[config.mk]
export PLATFORM = sky130hd
export DESIGN_NAME = fragment_reassembly_tracker
export DESIGN_NICKNAME = d
export VERILOG_FILES = /design/src/design/frt_pkg.sv /design/src/design/frt_fifo.sv /design/src/design/frt_front.sv /design/src/design/frt_back.sv /design/src/design/fragment_reassembly_tracker.sv
export SDC_FILE = /design/constraint.sdc
export NUM_CORES = 2
export LEC_CHECK = 0
export BUFFER_PORTS_ARGS = -buffer_cell sky130_fd_sc_hd__buf_4
export CORE_ASPECT_RATIO = 0.8
export CORE_MARGIN = 2
export CORE_UTILIZATION = 40
export CTS_CLUSTER_SIZE = 28
export DETAILED_ROUTE_END_ITERATION = 8
export HOLD_SLACK_MARGIN = 0.15
export PLACE_DENSITY = 0.54
export RECOVER_POWER = 50
export SYNTH_ARGS = -nofsm -noshare
export SYNTH_HDL_FRONTEND = slang
export SYNTH_SLANG_ARGS = --single-unit
[constraint.sdc]
create_clock -name clk -period 15.17 [get_ports clk]
set_input_delay 1.517 -clock clk [delete_from_list [all_inputs] [get_ports clk]]
set_output_delay 1.517 -clock clk [all_outputs]
set_load 0.005 [all_outputs]
[src/design/frt_pkg.sv]
// frt_pkg: shared types and constants of the fragment reassembly tracker.
// Used by frt_front, frt_back and the top level; depends on nothing.
package frt_pkg;

    localparam int unsigned HEADER_BYTES    = 12;
    localparam int unsigned MAX_FRAGMENTS   = 64;
    localparam int unsigned MIN_TOTAL_BYTES = 4;

    // status codes
    localparam logic [3:0] ST_NEW      = 4'd0;
    localparam logic [3:0] ST_DUP      = 4'd1;
    localparam logic [3:0] ST_SHORT    = 4'd2;
    localparam logic [3:0] ST_OVER_MTU = 4'd3;
    localparam logic [3:0] ST_TINY     = 4'd4;
    localparam logic [3:0] ST_OFF_END  = 4'd5;
    localparam logic [3:0] ST_MISALIGN = 4'd6;
    localparam logic [3:0] ST_PAY_END  = 4'd7;
    localparam logic [3:0] ST_SIZE     = 4'd8;
    localparam logic [3:0] ST_TOO_MANY = 4'd9;

    // configuration register indexes
    localparam logic REG_MTU     = 1'b0;
    localparam logic REG_MAX_MSG = 1'b1;

    typedef struct packed {
        logic [15:0] frag_bytes;
        logic [31:0] message_id;
        logic [15:0] message_bytes;
        logic [15:0] byte_offset;
        logic [63:0] now_time;
    } frag_t;

    typedef struct packed {
        logic [3:0]  status;
        logic        complete;
        logic        ack_now;
        logic [6:0]  missing_count;
        logic [63:0] missing_bits;
        logic [31:0] ack_id;
    } result_t;

    // classified word passed from front to back
    typedef struct packed {
        logic [3:0]  status;      // header error or ST_NEW
        logic [31:0] message_id;
        logic [15:0] message_bytes;
        logic [63:0] now_time;
        logic [5:0]  frag_bit;
        logic [15:0] frag_count;  // ceil(frag_bytes / payload)
        logic [6:0]  msg_frags;   // ceil(message_bytes / payload), valid if !too_many
        logic        too_many;
    } job_t;

    typedef enum logic [1:0] {F_IDLE, F_DIV, F_PUSH} front_state_t;

    typedef enum logic [2:0] {B_IDLE, B_WALK, B_DECIDE, B_COUNT, B_OUT} back_state_t;

endpackage

[src/design/frt_fifo.sv]
// frt_fifo: small synchronous queue for words of any packed type.
// No dependencies.
module frt_fifo #(
    parameter type T = logic,
    parameter int DEPTH = 2
) (
    input  logic clk,
    input  logic rst_n,
    input  logic push,
    output logic full,
    input  T     din,
    input  logic pop,
    output logic empty,
    output T     dout
);
    localparam int PW = (DEPTH > 1) ? $clog2(DEPTH) : 1;
    localparam int CW = $clog2(DEPTH + 1);

    T mem_reg [DEPTH];
    logic [PW-1:0] wr_ptr_reg, wr_ptr_next, rd_ptr_reg, rd_ptr_next;
    logic [CW-1:0] cnt_reg, cnt_next;
    logic do_push, do_pop;

    assign full    = (cnt_reg == CW'(DEPTH));
    assign empty   = (cnt_reg == '0);
    assign dout    = mem_reg[rd_ptr_reg];
    assign do_push = push && !full;
    assign do_pop  = pop && !empty;

    always_comb
    begin
        wr_ptr_next = wr_ptr_reg;
        rd_ptr_next = rd_ptr_reg;
        cnt_next    = cnt_reg;
        if (do_push)
        begin
            wr_ptr_next = (wr_ptr_reg == PW'(DEPTH - 1)) ? '0 : wr_ptr_reg + 1'b1;
        end
        if (do_pop)
        begin
            rd_ptr_next = (rd_ptr_reg == PW'(DEPTH - 1)) ? '0 : rd_ptr_reg + 1'b1;
        end
        if (do_push && !do_pop)
        begin
            cnt_next = cnt_reg + 1'b1;
        end
        else if (do_pop && !do_push)
        begin
            cnt_next = cnt_reg - 1'b1;
        end
    end

    always_ff @(posedge clk or negedge rst_n)
    begin
        if (!rst_n)
        begin
            wr_ptr_reg <= '0;
            rd_ptr_reg <= '0;
            cnt_reg    <= '0;
        end
        else
        begin
            wr_ptr_reg <= wr_ptr_next;
            rd_ptr_reg <= rd_ptr_next;
            cnt_reg    <= cnt_next;
        end
    end

    always_ff @(posedge clk)
    begin
        if (do_push)
        begin
            mem_reg[wr_ptr_reg] <= din;
        end
    end

endmodule

[src/design/frt_front.sv]
// frt_front: accepts fragment headers, runs the header checks and the
// divisions by the payload size (one quotient bit per cycle). Uses frt_pkg.
module frt_front
    import frt_pkg::*;
(
    input  logic        clk,
    input  logic        rst_n,
    input  logic [15:0] mtu_bytes,
    input  logic        push,
    output logic        full,
    input  frag_t       frag,
    input  logic        job_full,
    output logic        job_push,
    output job_t        job
);
    front_state_t state_reg, state_next;
    frag_t        item_reg, item_next;
    logic [15:0]  pay_reg, pay_next;
    logic [3:0]   status_reg, status_next;
    logic [3:0]   step_reg, step_next;
    logic [15:0]  q_off_reg, q_off_next, q_frag_reg, q_frag_next, q_msg_reg, q_msg_next;
    logic [15:0]  r_off_reg, r_off_next, r_frag_reg, r_frag_next, r_msg_reg, r_msg_next;
    logic [15:0]  pay_in;
    logic [3:0]   pre_status;
    logic [16:0]  end_bytes;
    logic [15:0]  msg_n;
    logic [3:0]   fin_status;

    // one restoring step: returns {remainder, quotient/dividend}
    function automatic logic [31:0] div_step(input logic [15:0] r, input logic [15:0] q,
                                             input logic [15:0] p);
        logic [16:0] rs;
        rs = {r, q[15]};
        if (rs >= {1'b0, p})
        begin
            rs = rs - {1'b0, p};
            return {rs[15:0], q[14:0], 1'b1};
        end
        return {rs[15:0], q[14:0], 1'b0};
    endfunction

    assign full = (state_reg != F_IDLE);

    always_comb
    begin
        pay_in = (mtu_bytes > 16'(HEADER_BYTES)) ? mtu_bytes - 16'(HEADER_BYTES) : 16'd1;
        if (frag.frag_bytes < 16'(HEADER_BYTES))
        begin
            pre_status = ST_SHORT;
        end
        else if (frag.frag_bytes > mtu_bytes)
        begin
            pre_status = ST_OVER_MTU;
        end
        else if (frag.message_bytes < 16'(MIN_TOTAL_BYTES))
        begin
            pre_status = ST_TINY;
        end
        else if (frag.byte_offset >= frag.message_bytes)
        begin
            pre_status = ST_OFF_END;
        end
        else
        begin
            pre_status = ST_NEW;
        end

        end_bytes = {1'b0, item_reg.byte_offset} + {1'b0, item_reg.frag_bytes}
                    - 17'(HEADER_BYTES);
        msg_n = q_msg_reg + {15'd0, (r_msg_reg != '0)};
        if (status_reg != ST_NEW)
        begin
            fin_status = status_reg;
        end
        else if (r_off_reg != '0)
        begin
            fin_status = ST_MISALIGN;
        end
        else if (end_bytes > {1'b0, item_reg.message_bytes})
        begin
            fin_status = ST_PAY_END;
        end
        else
        begin
            fin_status = ST_NEW;
        end

        job.status        = fin_status;
        job.message_id    = item_reg.message_id;
        job.message_bytes = item_reg.message_bytes;
        job.now_time      = item_reg.now_time;
        job.frag_bit      = q_off_reg[5:0];
        job.frag_count    = q_frag_reg + {15'd0, (r_frag_reg != '0)};
        job.msg_frags     = msg_n[6:0];
        job.too_many      = (msg_n > 16'(MAX_FRAGMENTS));

        state_next  = state_reg;
        item_next   = item_reg;
        pay_next    = pay_reg;
        status_next = status_reg;
        step_next   = step_reg;
        q_off_next  = q_off_reg;
        q_frag_next = q_frag_reg;
        q_msg_next  = q_msg_reg;
        r_off_next  = r_off_reg;
        r_frag_next = r_frag_reg;
        r_msg_next  = r_msg_reg;
        job_push    = 1'b0;

        case (state_reg)
            F_IDLE:
            begin
                if (push)
                begin
                    item_next   = frag;
                    pay_next    = pay_in;
                    status_next = pre_status;
                    step_next   = '0;
                    q_off_next  = frag.byte_offset;
                    q_frag_next = frag.frag_bytes;
                    q_msg_next  = frag.message_bytes;
                    r_off_next  = '0;
                    r_frag_next = '0;
                    r_msg_next  = '0;
                    state_next  = (pre_status == ST_NEW) ? F_DIV : F_PUSH;
                end
            end
            F_DIV:
            begin
                {r_off_next, q_off_next}   = div_step(r_off_reg, q_off_reg, pay_reg);
                {r_frag_next, q_frag_next} = div_step(r_frag_reg, q_frag_reg, pay_reg);
                {r_msg_next, q_msg_next}   = div_step(r_msg_reg, q_msg_reg, pay_reg);
                step_next = step_reg + 1'b1;
                if (step_reg == 4'd15)
                begin
                    state_next = F_PUSH;
                end
            end
            F_PUSH:
            begin
                if (!job_full)
                begin
                    job_push   = 1'b1;
                    state_next = F_IDLE;
                end
            end
            default:
            begin
                state_next = F_IDLE;
            end
        endcase
    end

    always_ff @(posedge clk or negedge rst_n)
    begin
        if (!rst_n)
        begin
            state_reg <= F_IDLE;
        end
        else
        begin
            state_reg <= state_next;
        end
    end

    always_ff @(posedge clk)
    begin
        item_reg   <= item_next;
        pay_reg    <= pay_next;
        status_reg <= status_next;
        step_reg   <= step_next;
        q_off_reg  <= q_off_next;
        q_frag_reg <= q_frag_next;
        q_msg_reg  <= q_msg_next;
        r_off_reg  <= r_off_next;
        r_frag_reg <= r_frag_next;
        r_msg_reg  <= r_msg_next;
    end

endmodule

[src/design/frt_back.sv]
// frt_back: reassembly table. Walks the entries one per cycle for lookup,
// id ordering and eviction choice, updates the bitmap, counts it. Uses frt_pkg.
module frt_back
    import frt_pkg::*;
#(
    parameter int TABLE_DEPTH = 8
) (
    input  logic       clk,
    input  logic       rst_n,
    input  logic [3:0] max_messages,
    input  logic       job_empty,
    output logic       job_pop,
    input  job_t       job,
    input  logic       res_full,
    output logic       res_push,
    output result_t    res
);
    localparam int IW = (TABLE_DEPTH > 1) ? $clog2(TABLE_DEPTH) : 1;
    localparam int CW = $clog2(TABLE_DEPTH + 1);

    back_state_t state_reg, state_next;

    logic [TABLE_DEPTH-1:0] valid_reg, valid_next;
    logic [31:0] id_reg    [TABLE_DEPTH];
    logic [31:0] id_next   [TABLE_DEPTH];
    logic [15:0] total_reg [TABLE_DEPTH];
    logic [15:0] total_next[TABLE_DEPTH];
    logic [63:0] map_reg   [TABLE_DEPTH];
    logic [63:0] map_next  [TABLE_DEPTH];
    logic [63:0] touch_reg [TABLE_DEPTH];
    logic [63:0] touch_next[TABLE_DEPTH];
    logic [IW-1:0] rank_reg [TABLE_DEPTH];
    logic [IW-1:0] rank_next[TABLE_DEPTH];
    logic [CW-1:0] in_use_reg, in_use_next;

    job_t    job_reg, job_next;
    result_t res_reg, res_next;
    logic [IW-1:0] idx_reg, idx_next;
    logic [CW-1:0] larger_reg, larger_next;
    logic          hit_reg, hit_next;
    logic [IW-1:0] hit_idx_reg, hit_idx_next;
    logic [15:0]   hit_total_reg, hit_total_next;
    logic [63:0]   hit_map_reg, hit_map_next;
    logic          old_found_reg, old_found_next;
    logic [IW-1:0] old_idx_reg, old_idx_next;
    logic [63:0]   old_time_reg, old_time_next;
    logic [IW-1:0] old_rank_reg, old_rank_next;
    logic          free_found_reg, free_found_next;
    logic [IW-1:0] free_idx_reg, free_idx_next;
    logic [2:0]    chunk_reg, chunk_next;

    logic [CW-1:0] limit;
    logic          evict, dup, v_after;
    logic [IW-1:0] tgt;
    logic [63:0]   new_map, cur_map, upd_map;
    logic [IW-1:0] rk;
    logic [7:0]    chunk_bits;

    function automatic logic [3:0] pop8(input logic [7:0] v);
        logic [3:0] c;
        c = '0;
        for (int b = 0; b < 8; b++)
        begin
            c = c + {3'd0, v[b]};
        end
        return c;
    endfunction

    assign res = res_reg;

    always_comb
    begin
        if (max_messages == '0)
        begin
            limit = CW'(1);
        end
        else if (32'(max_messages) > TABLE_DEPTH)
        begin
            limit = CW'(TABLE_DEPTH);
        end
        else
        begin
            limit = CW'(max_messages);
        end

        evict = !hit_reg && (in_use_reg >= limit) && old_found_reg;
        if (hit_reg)
        begin
            tgt = hit_idx_reg;
        end
        else if (free_found_reg)
        begin
            tgt = (evict && old_idx_reg < free_idx_reg) ? old_idx_reg : free_idx_reg;
        end
        else
        begin
            tgt = old_idx_reg;
        end
        new_map = (job_reg.msg_frags >= 7'd64) ? '1
                  : ((64'd1 << job_reg.msg_frags) - 64'd1);
        cur_map = hit_reg ? hit_map_reg : new_map;
        dup     = !cur_map[job_reg.frag_bit];
        upd_map = cur_map & ~(64'd1 << job_reg.frag_bit);
        chunk_bits = res_reg.missing_bits[{chunk_reg, 3'd0} +: 8];

        state_next      = state_reg;
        valid_next      = valid_reg;
        id_next         = id_reg;
        total_next      = total_reg;
        map_next        = map_reg;
        touch_next      = touch_reg;
        rank_next       = rank_reg;
        in_use_next     = in_use_reg;
        job_next        = job_reg;
        res_next        = res_reg;
        idx_next        = idx_reg;
        larger_next     = larger_reg;
        hit_next        = hit_reg;
        hit_idx_next    = hit_idx_reg;
        hit_total_next  = hit_total_reg;
        hit_map_next    = hit_map_reg;
        old_found_next  = old_found_reg;
        old_idx_next    = old_idx_reg;
        old_time_next   = old_time_reg;
        old_rank_next   = old_rank_reg;
        free_found_next = free_found_reg;
        free_idx_next   = free_idx_reg;
        chunk_next      = chunk_reg;
        job_pop         = 1'b0;
        res_push        = 1'b0;
        v_after         = 1'b0;
        rk              = '0;

        case (state_reg)
            B_IDLE:
            begin
                if (!job_empty)
                begin
                    job_pop  = 1'b1;
                    job_next = job;
                    res_next = '0;
                    if (job.status != ST_NEW)
                    begin
                        res_next.status = job.status;
                        state_next      = B_OUT;
                    end
                    else
                    begin
                        idx_next        = '0;
                        larger_next     = '0;
                        hit_next        = 1'b0;
                        old_found_next  = 1'b0;
                        free_found_next = 1'b0;
                        state_next      = B_WALK;
                    end
                end
            end
            B_WALK:
            begin
                if (valid_reg[idx_reg])
                begin
                    if (id_reg[idx_reg] > job_reg.message_id)
                    begin
                        larger_next = larger_reg + 1'b1;
                    end
                    if (id_reg[idx_reg] == job_reg.message_id)
                    begin
                        hit_next       = 1'b1;
                        hit_idx_next   = idx_reg;
                        hit_total_next = total_reg[idx_reg];
                        hit_map_next   = map_reg[idx_reg];
                    end
                    // oldest touch wins; on a tie the lower rank (newer entry)
                    if (!old_found_reg || touch_reg[idx_reg] < old_time_reg
                        || (touch_reg[idx_reg] == old_time_reg
                            && rank_reg[idx_reg] < old_rank_reg))
                    begin
                        old_found_next = 1'b1;
                        old_idx_next   = idx_reg;
                        old_time_next  = touch_reg[idx_reg];
                        old_rank_next  = rank_reg[idx_reg];
                    end
                end
                else if (!free_found_reg)
                begin
                    free_found_next = 1'b1;
                    free_idx_next   = idx_reg;
                end
                if (idx_reg == IW'(TABLE_DEPTH - 1))
                begin
                    state_next = B_DECIDE;
                end
                else
                begin
                    idx_next = idx_reg + 1'b1;
                end
            end
            B_DECIDE:
            begin
                if (hit_reg && hit_total_reg != job_reg.message_bytes)
                begin
                    res_next.status = ST_SIZE;
                    state_next      = B_OUT;
                end
                else if (!hit_reg && job_reg.too_many)
                begin
                    res_next.status = ST_TOO_MANY;
                    state_next      = B_OUT;
                end
                else
                begin
                    if (!hit_reg)
                    begin
                        for (int k = 0; k < TABLE_DEPTH; k++)
                        begin
                            v_after = valid_reg[k] && !(evict && IW'(k) == old_idx_reg);
                            rk = rank_reg[k];
                            if (evict && valid_reg[k] && rank_reg[k] > old_rank_reg)
                            begin
                                rk = rk - 1'b1;
                            end
                            if (v_after)
                            begin
                                rk = rk + 1'b1;
                            end
                            rank_next[k]  = rk;
                            valid_next[k] = v_after;
                        end
                        valid_next[tgt] = 1'b1;
                        rank_next[tgt]  = '0;
                        id_next[tgt]    = job_reg.message_id;
                        total_next[tgt] = job_reg.message_bytes;
                        touch_next[tgt] = job_reg.now_time;
                        in_use_next     = in_use_reg - CW'(evict) + 1'b1;
                    end
                    map_next[tgt] = upd_map;
                    if (!dup)
                    begin
                        touch_next[tgt] = job_reg.now_time;
                    end
                    res_next.status        = dup ? ST_DUP : ST_NEW;
                    res_next.complete      = !dup && (upd_map == '0);
                    res_next.ack_now       = dup || (upd_map == '0)
                        || ((32'(larger_reg) + job_reg.message_id)
                            == {16'd0, job_reg.frag_count});
                    res_next.missing_bits  = upd_map;
                    res_next.missing_count = '0;
                    res_next.ack_id        = job_reg.message_id;
                    chunk_next             = '0;
                    state_next             = B_COUNT;
                end
            end
            B_COUNT:
            begin
                res_next.missing_count = res_reg.missing_count + {3'd0, pop8(chunk_bits)};
                chunk_next = chunk_reg + 1'b1;
                if (chunk_reg == 3'd7)
                begin
                    state_next = B_OUT;
                end
            end
            B_OUT:
            begin
                if (!res_full)
                begin
                    res_push   = 1'b1;
                    state_next = B_IDLE;
                end
            end
            default:
            begin
                state_next = B_IDLE;
            end
        endcase
    end

    always_ff @(posedge clk or negedge rst_n)
    begin
        if (!rst_n)
        begin
            state_reg  <= B_IDLE;
            valid_reg  <= '0;
            in_use_reg <= '0;
        end
        else
        begin
            state_reg  <= state_next;
            valid_reg  <= valid_next;
            in_use_reg <= in_use_next;
        end
    end

    always_ff @(posedge clk)
    begin
        id_reg         <= id_next;
        total_reg      <= total_next;
        map_reg        <= map_next;
        touch_reg      <= touch_next;
        rank_reg       <= rank_next;
        job_reg        <= job_next;
        res_reg        <= res_next;
        idx_reg        <= idx_next;
        larger_reg     <= larger_next;
        hit_reg        <= hit_next;
        hit_idx_reg    <= hit_idx_next;
        hit_total_reg  <= hit_total_next;
        hit_map_reg    <= hit_map_next;
        old_found_reg  <= old_found_next;
        old_idx_reg    <= old_idx_next;
        old_time_reg   <= old_time_next;
        old_rank_reg   <= old_rank_next;
        free_found_reg <= free_found_next;
        free_idx_reg   <= free_idx_next;
        chunk_reg      <= chunk_next;
    end

`ifndef SYNTHESIS
    a_in_use_matches: assert property (@(posedge clk) disable iff (!rst_n)
        in_use_reg == CW'($countones(valid_reg)))
        else $error("entry count out of step with valid bits");

    a_in_use_bound: assert property (@(posedge clk) disable iff (!rst_n)
        in_use_reg <= CW'(TABLE_DEPTH))
        else $error("entry count past table depth");

    a_error_clean: assert property (@(posedge clk) disable iff (!rst_n)
        (res_push && res_reg.status > ST_DUP) |->
            (res_reg.missing_bits == '0 && !res_reg.ack_now && !res_reg.complete))
        else $error("error word carries table data");

    a_new_entry_valid: assert property (@(posedge clk) disable iff (!rst_n)
        (state_reg == B_DECIDE && state_next == B_COUNT && !hit_reg) |=>
            valid_reg[$past(tgt)])
        else $error("created entry not marked valid");
`endif

endmodule

[src/design/fragment_reassembly_tracker.sv]
// fragment_reassembly_tracker: top level; configuration registers, front,
// job queue, back and result queue. Uses frt_pkg, frt_front, frt_fifo, frt_back.
//
//   channel   direction  handshake           payload
//   frag      in         push / full         frag_t
//   result    out        pop / empty         result_t
//   config    in         cfg_we              cfg_index, cfg_data
//
// A header-checked item is divided bit-serially by the payload size in the
// front; the back walks the table, then updates the entry and counts the
// bitmap. Error items skip the remaining steps. Front and back overlap through the
// job queue. Reset clears the table's valid bits at once; no clearing pass.
// full stays high while the front holds an item; a stalled result queue
// backs up into the back and then the front.
module fragment_reassembly_tracker
    import frt_pkg::*;
#(
    parameter int TABLE_DEPTH = 8
) (
    input  logic        clk,
    input  logic        rst_n,
    input  logic        push,
    output logic        full,
    input  frag_t       frag,
    output logic        empty,
    input  logic        pop,
    output result_t     result,
    input  logic        cfg_we,
    input  logic        cfg_index,
    input  logic [15:0] cfg_data
);
    logic [15:0] mtu_reg;
    logic [3:0]  max_msg_reg;

    logic    job_push, job_full, job_pop, job_empty;
    job_t    job_in, job_out;
    logic    res_push, res_full;
    result_t res_in;

    always_ff @(posedge clk or negedge rst_n)
    begin
        if (!rst_n)
        begin
            mtu_reg     <= 16'd1024;
            max_msg_reg <= 4'd8;
        end
        else if (cfg_we)
        begin
            case (cfg_index)
                REG_MTU:     mtu_reg     <= cfg_data;
                REG_MAX_MSG: max_msg_reg <= cfg_data[3:0];
                default:     mtu_reg     <= mtu_reg;
            endcase
        end
    end

    frt_front u_front (
        .clk       (clk),
        .rst_n     (rst_n),
        .mtu_bytes (mtu_reg),
        .push      (push),
        .full      (full),
        .frag      (frag),
        .job_full  (job_full),
        .job_push  (job_push),
        .job       (job_in)
    );

    frt_fifo #(.T(job_t), .DEPTH(2)) u_job_q (
        .clk   (clk),
        .rst_n (rst_n),
        .push  (job_push),
        .full  (job_full),
        .din   (job_in),
        .pop   (job_pop),
        .empty (job_empty),
        .dout  (job_out)
    );

    frt_back #(.TABLE_DEPTH(TABLE_DEPTH)) u_back (
        .clk          (clk),
        .rst_n        (rst_n),
        .max_messages (max_msg_reg),
        .job_empty    (job_empty),
        .job_pop      (job_pop),
        .job          (job_out),
        .res_full     (res_full),
        .res_push     (res_push),
        .res          (res_in)
    );

    frt_fifo #(.T(result_t), .DEPTH(2)) u_res_q (
        .clk   (clk),
        .rst_n (rst_n),
        .push  (res_push),
        .full  (res_full),
        .din   (res_in),
        .pop   (pop),
        .empty (empty),
        .dout  (result)
    );

endmodule
After elaboration in Yosys (flattened, before gate mapping)
Memories as Yosys holds them, arrays and structs flattened.
Cells that the tools add are included.
{"block": "word_totals", "register_bits": 2161, "ram_bits": 510, "in_bits": 166, "output_inout_bits": 111, "wordCells": 566, "memories": 2}
{"block": "classes", "add_sub_neg": 48, "n_lt_le_gt_ge": 32, "eq_ne": 38, "shift": 3, "muxes": 223, "bitwise_logic": 14, "n_reduce_logical": 114}
{"memory": "u_job_q.mem_reg", "depth": 2, "width": 146, "read_ports": 1, "rd_ports_with_merged_regs": 0, "wr": 1, "line": "frt_fifo.sv:19", "text": "T mem_reg [DEPTH];"}
{"memory": "u_res_q.mem_reg", "depth": 2, "width": 109, "read_ports": 1, "rd_ports_with_merged_regs": 0, "wr": 1, "line": "frt_fifo.sv:19"}
{"op": "2-to-1 mux 512 bit", "n": 5}
{"op": "bitwise mux 512 bit", "n": 3}
{"op": "2-to-1 mux 64 bit", "n": 7}
{"op": "binary-select mux 64 bit (select 3 bit)", "n": 2}
{"op": "2-to-1 mux 3 bit", "n": 100}
{"op": "2-to-1 mux 32 bit", "n": 9}
{"op": "bitwise mux 256 bit", "n": 1}
{"op": "2-to-1 mux 105 bit", "n": 2}
{"op": "demux 64 bit (select 3 bit)", "n": 1}
{"op": "case mux 16 bit (2 select lines)", "n": 6}
{"op": "case mux 96 bit (2 select lines)", "n": 1}
{"op": "2-to-1 mux 16 bit", "n": 10}
{"op": "bitwise mux 128 bit", "n": 1}
{"op": "2-to-1 mux 109 bit", "n": 1}
{"op": "binary-select mux 32 bit (select 3 bit)", "n": 1}
{"op": "demux 32 bit (select 3 bit)", "n": 1}
{"op": "AND 64 bit", "n": 1}
{"op": "equality test 64 bit", "n": 1}
{"op": "logical NOT 64 bit", "n": 1}
{"op": "less-than comparator 64 bit", "n": 1}
{"op": "NOT 64 bit", "n": 1}
{"op": "indexed part select 64 x 7 -> 8 bit", "n": 1}
{"op": "left shift 1 x 6 -> 64 bit, first input constant", "n": 1}
{"op": "left shift 1 x 7 -> 64 bit, first input constant", "n": 1}
{"op": "other kinds (86)", "n": 313}

Logic depth before layout (Yosys ltp)
{"block": "depth", "depth_word": 22, "ltp_mapped": 21, "ltp_nobuf": 21}

Modules after synthesis
From an unflattened synthesis, not the netlist that was laid out.
{"block": "unflattened", "cells_unflattened": 7227, "hier_area_um2": 120903.5}
{"mod": "frt_back", "n_inst": 1, "cells_each": 4910, "area_per_inst_um2": 85475.7, "seq_area_each_um2": 55988.7}
{"mod": "frt_front", "n_inst": 1, "cells_each": 1442, "area_per_inst_um2": 15731.3, "seq_area_each_um2": 7947.6}
{"mod": "frt_fifo at u_job_q", "n_inst": 1, "cells_each": 473, "area_per_inst_um2": 10782.8, "seq_area_each_um2": 8868.5}
{"mod": "frt_fifo at u_res_q", "n_inst": 1, "cells_each": 358, "area_per_inst_um2": 8099.0, "seq_area_each_um2": 6646.4}
{"mod": "fragment_reassembly_tracker", "n_inst": 1, "cells_each": 44, "area_per_inst_um2": 814.5, "seq_area_each_um2": 503.0}

Worst setup path before layout
No wires, ideal clock.
{"block": "synth_timing", "path_type": "register to register", "from": "register u_back.hit_reg", "to": "register u_back.touch_reg[0] (netlist bit) (enable)", "setup_ps": 856, "t_arrival_ps": 11843, "required_time_ps": 14314, "slack_ps": 2471, "stages_incl_launch_ff": 12, "n_path_buf": 6, "period_less_slack_ps": 12699, "path_cell_list": "edfxtp_1 > inv_1 > clkbuf_1 > clkbuf_1 > buf_1 > buf_1 > clkbuf_1 > nand2_1 > and2_1 > nand2_1 > clkbuf_1 > inv_1"}
{"block": "synth_via", "elab_chain_cells": 4, "elab_cells_between_ends": 6, "cone_classes": "bitwise: 2; reduce/logical: 4"}
{"element": "start: declaration", "line": "frt_back.sv:40", "text": "logic hit_reg, hit_next;"}
{"element": "start signal: assignment", "line": "frt_back.sv:304", "text": "hit_reg <= hit_next;"}
{"element": "logical NOT 1 bit", "line": "frt_back.sv:205", "text": "else if (!hit_reg && job_reg.too_many)"}
{"element": "logical AND 1 bit", "line": "frt_back.sv:205"}
{"element": "NOT 1 bit (no line)"}
{"element": "AND reduction 3 bit (no line) *"}
{"element": "end signal: assignment", "line": "frt_back.sv:298", "text": "touch_reg <= touch_next;"}
{"element": "end: declaration", "line": "frt_back.sv:30", "text": "logic [63:0] touch_reg [TABLE_DEPTH];"}
Every way passes the cells marked *; elsewhere a longest branch is shown, timed or not.
A chain may end at the register's enable or synchronous reset.

Final worst setup path
{"block": "layout_timing", "from": "register u_back.idx_reg[0]", "to": "register u_back.hit_map_reg[39] (enable)"}
{"block": "layout_via", "elab_chain_cells": 6, "elab_cells_between_ends": 8, "cone_classes": "eq/ne: 1; mux: 5; bitwise: 1; reduce/logical: 1"}
{"element": "start: declaration", "line": "frt_back.sv:38", "text": "logic [IW-1:0] idx_reg, idx_next;"}
{"element": "start signal: assignment", "line": "frt_back.sv:302", "text": "idx_reg <= idx_next;"}
{"element": "NOT 3 -> 4 bit (not written as such)", "line": "frt_back.sv:166", "text": "if (id_reg[idx_reg] == job_reg.message_id)"}
{"element": "binary-select mux 32 bit (select 3 bit)", "line": "frt_back.sv:166"}
{"element": "2-to-1 mux 32 bit (not written as such) (2 in series)", "line": "frt_back.sv:166"}
{"element": "equality test 32 bit", "line": "frt_back.sv:166"}
{"element": "AND reduction 3 bit (no line) *"}
{"element": "end signal: assignment", "line": "frt_back.sv:307", "text": "hit_map_reg <= hit_map_next;"}
{"element": "end: declaration", "line": "frt_back.sv:43", "text": "logic [63:0] hit_map_reg, hit_map_next;"}
Every way passes the cells marked *; elsewhere a longest branch is shown, timed or not. The select of a mux whose other input is x is not followed.

==> run_results.csv <==
group,metric,value,unit
run_status,status,"finished, violations left",
run_status,violations,"max-capacitance violations, max-slew violations",
floorplanning,io_pins,277,
clock_tree,cts_buffers,291,
layout,multi_input_area,36100,sq um
floorplanning,dieArea,301000,sq um
drt,drt_iter0_markers,6153,
run,cap_violations,38,
clock_tree,clk_latency,0.87,ns
hold_path,min_from,"u_front.job[112]$_DFFE_PP_",
synth,synthXorXnorAreaFrac,0.0126,
layout,area_delta_synth_final,13.3,%
critical_path,r2r_setup_slack,5.23,ns
clock_tree,clk_pin_slew,0.06,ns
synth,synth-compound-area-share,0.0443,
timing,rsz0062_at_grt,"false",
global_route,antenna_found_initial,9,
clock_tree,clk_path_buf_depth,4,
layout,fillers,25668,
timing,setup_viol,0,
global_route,grt_max_degree,167,
synth,synth_seq_cells,2668,
placed_design,dp_hpwl,187000,um
timing,tightest_slew,5.23,ns
clock_tree,cts_root_buf,"clkbuf_16",
synth,syn_area,118000,sq um
critical_path,crit_fanout,50,
synth,yosysWarningCount,0,
clock_tree,post-cts-setup-buffers,0,
synth,synth-adder-area-share,0.0333,
timing,finalSetupTns,0,ns
global_route,grt_pass1_wl,438000,um
placed_design,dpl_cell_area,125000,sq um
critical_path,start_kind,"flip-flop",
layout,register_area,79900,sq um
layout,finalInstanceArea,134000,sq um
layout,drive_gt1_frac,0.240,
critical_path,crit_type,"reg2reg",
drt,drt-total-wl,296000,um
synth,syn-num-nets,7518,
drt,antenna_left,0,
power,ir_drop,204,uV
synth,synth_edf_count,2623,
drt,avgViaCountPerCell,5.52,
drt,drc,0,
floorplanning,die_h,491,um
hold_path,min_to,"u_job_q.mem_reg[1][112]$_DFFE_PP_",
timing,finalCritPeriodShare,0.655,
synth,syn_area_per_cell,16.8,sq um
synth,synth_ff_type,"edfxtp_1",
timing,hold_viol_final,0,
synth,synth_top_family_by_area,"multiplexers",
synth,yosys.area_share.simple,0.0480,
synth,synth_cell_type_count,102,
floorplanning,initial_core_util,0.402,
clock_tree,cts_tree,"yes",
critical_path,rr_startpoint,"u_back.idx_reg[0]$_SDFFCE_PN0P_",
timing,slew_headroom,-2.51,
global_route,grt.total_usage,0.194,
drt,detail_route.wl_per_cell,25.4,um
hold_path,hp-class,"reg2reg",
critical_path,reg2reg_to,"u_back.hit_map_reg[39]$_DFFE_PP_",
layout,final_net_count,7926,
clock_tree,clock-sinks,2668,
timing,fmax,0.101,GHz
timing,skew,0.0947,ns
drt,first_pass_iters,6,
synth,muxShareOfSynthArea,0.165,
clock_tree,holdBufCountCts,0,
floorplanning,core_area,294000,sq um
floorplanning,die_w,612,um
global_route,grt-ovfl-total,0,
timing,slew_viol_final,1729,
clock_tree,cts_max_level,5,
timing,fin_crit,9.94,ns
critical_path,endpoint_kind,"flip-flop",
critical_path,arrival,10.36,ns
synth,seq_area_frac_synth,0.674,
power,power_density,192,nW/um^2
synth,synthCells,7043,
floorplanning,num_rows,178,
global_route,grt_pass1_vias,65342,
power,p_leak,45.6,nW
critical_path,reg2reg_depth,12,
drt,dr_total_vias,64287,
hold_path,holdPathStages,0,
clock_tree,cts-resized-gates,0,
placed_design,gp_congestion,0.940,
placed_design,portBuffers,276,
critical_path,critPathRequiredTime,15.59,ns
synth,synthArstFlopShare,0.0169,
## cells by family after synthesis
kind of cell / count (synthesis)
simple gates: 1155
xor+xnor: 171
mux: 1360
compound gates: 742
flops: 2668
fa+ha+maj: 309
buf+inv: 638
## worst max path at each step
stage | start | endpoint | slack, ns | depth (start not counted)
finish | u_back.idx_reg[0]$_SDFFCE_PN0P_ | u_back.hit_map_reg[39]$_DFFE_PP_ | 5.23 | 12
CTS | u_back.idx_reg[0]$_SDFFCE_PN0P_ | u_back.old_time_reg[51]$_DFFE_PP_ | 8.23 | 16
floorplan | u_back.hit_reg$_DFFE_PP_ | u_back.touch_reg[0]$_DFFE_PP_ | 2.47 | 11
global placement | u_back.idx_reg[0]$_SDFFCE_PN0P_ | u_back.old_time_reg[51]$_DFFE_PP_ | 8.22 | 16
detailed placement | u_back.idx_reg[0]$_SDFFCE_PN0P_ | u_back.old_time_reg[50]$_DFFE_PP_ | 8.28 | 16
global route | u_back.idx_reg[0]$_SDFFCE_PN0P_ | u_back.hit_map_reg[0]$_DFFE_PP_ | 4.17 | 12
## where the power goes
| part | internal [W] | total (W) | switching (W) |
|---|---|---|---|
| Clock | 0.00402 | 0.00693 | 0.00291 |
| Combinational | 0.00291 | 0.00746 | 0.00454 |
| Sequential | 0.0103 | 0.0113 | 0.00101 |
## Yosys cell counts (75+ instances only)
cell	number	area (sq um)
o21ai_0	173	866
a21oi_1	114	571
nand3_1	92	460
mux4_2	377	8490
xnor2_1	104	911
edfxtp_1	2623	78800
mux2_1	169	1900
nand2_1	315	1180
clkbuf_1	160	601
mux2_2	783	8820
ha_1	299	3740
nor2_1	294	1100
inv_1	344	1290
a21o_1	75	563
## stage by stage
step / std cells / util / hold WS (ns) / power, W / setup WS (ns)
final: 11636 / 0.456 / 0.411 / 0.0257 / 5.23
after global routing: 11633 / 0.456 / 0.426 / 0.0270 / 4.17
after CTS: 11632 / 0.457 / 0.409 / 0.0259 / 8.23
after detailed placement: 11118 / 0.426 / 0.429 / 0.0189 / 8.28
after global placement: 11118 / 0.426 / 0.421 / 0.0188 / 8.22
after floorplan: 7043 / - / 0.421 / 0.0161 / 2.47
## layer usage
metal,global-route usage,share of wire,vias up
li1,-,-,28594
met1,0.296,0.48,33387
met2,0.293,0.44,1870
met3,0.0257,0.055,432
met4,0.0443,0.021,4
met5,0,0.000081,-
## critical path, stage by stage, from the launching register on
cell and delay [ns]:
edfxtp_1 0.36, clkbuf_1 2.44, clkbuf_1 2.05, buf_4 0.86, mux4_2 0.58, mux2_2 0.29
ha_1 0.31, nand4_1 0.17, nor4_1 0.59, nand3_1 0.32, nor2_4 0.16, buf_4 0.64
buf_4 0.57
## cell usage in the layout, fill, tap and decap left out, types with 64 or more instances in the layout
| cell | netlist | routed |
|---|---|---|
| clkbuf_16 | 0 | 297 |
| o21ai_0 | 173 | 173 |
| clkbuf_1 | 160 | 159 |
| xnor2_1 | 104 | 104 |
| inv_1 | 344 | 341 |
| a21oi_1 | 114 | 114 |
| xor2_1 | 67 | 67 |
| a21o_1 | 75 | 75 |
| nand3_1 | 92 | 92 |
| mux2_1 | 169 | 277 |
| mux4_2 | 377 | 377 |
| edfxtp_1 | 2623 | 2623 |
| nor2_1 | 294 | 276 |
| buf_4 | 35 | 201 |
| nand4_1 | 64 | 64 |
| nor3_1 | 66 | 64 |
| mux2_2 | 783 | 675 |
| clkbuf_4 | 0 | 95 |
| ha_1 | 299 | 299 |
| nand2_1 | 315 | 315 |
## final cells by class
type / count / share of cell area
sequential: 2668 / 0.595
multi-input combinational: 3737 / 0.269
clock buffer: 357 / 0.0575
tap: 3960 / 0.0369
timing repair buffer: 408 / 0.0205
clock inverter: 157 / 0.0111
inverter: 345 / 0.00973
antenna: 4 / 0.0000746
Note: power is estimated with default switching activity, not from simulation.
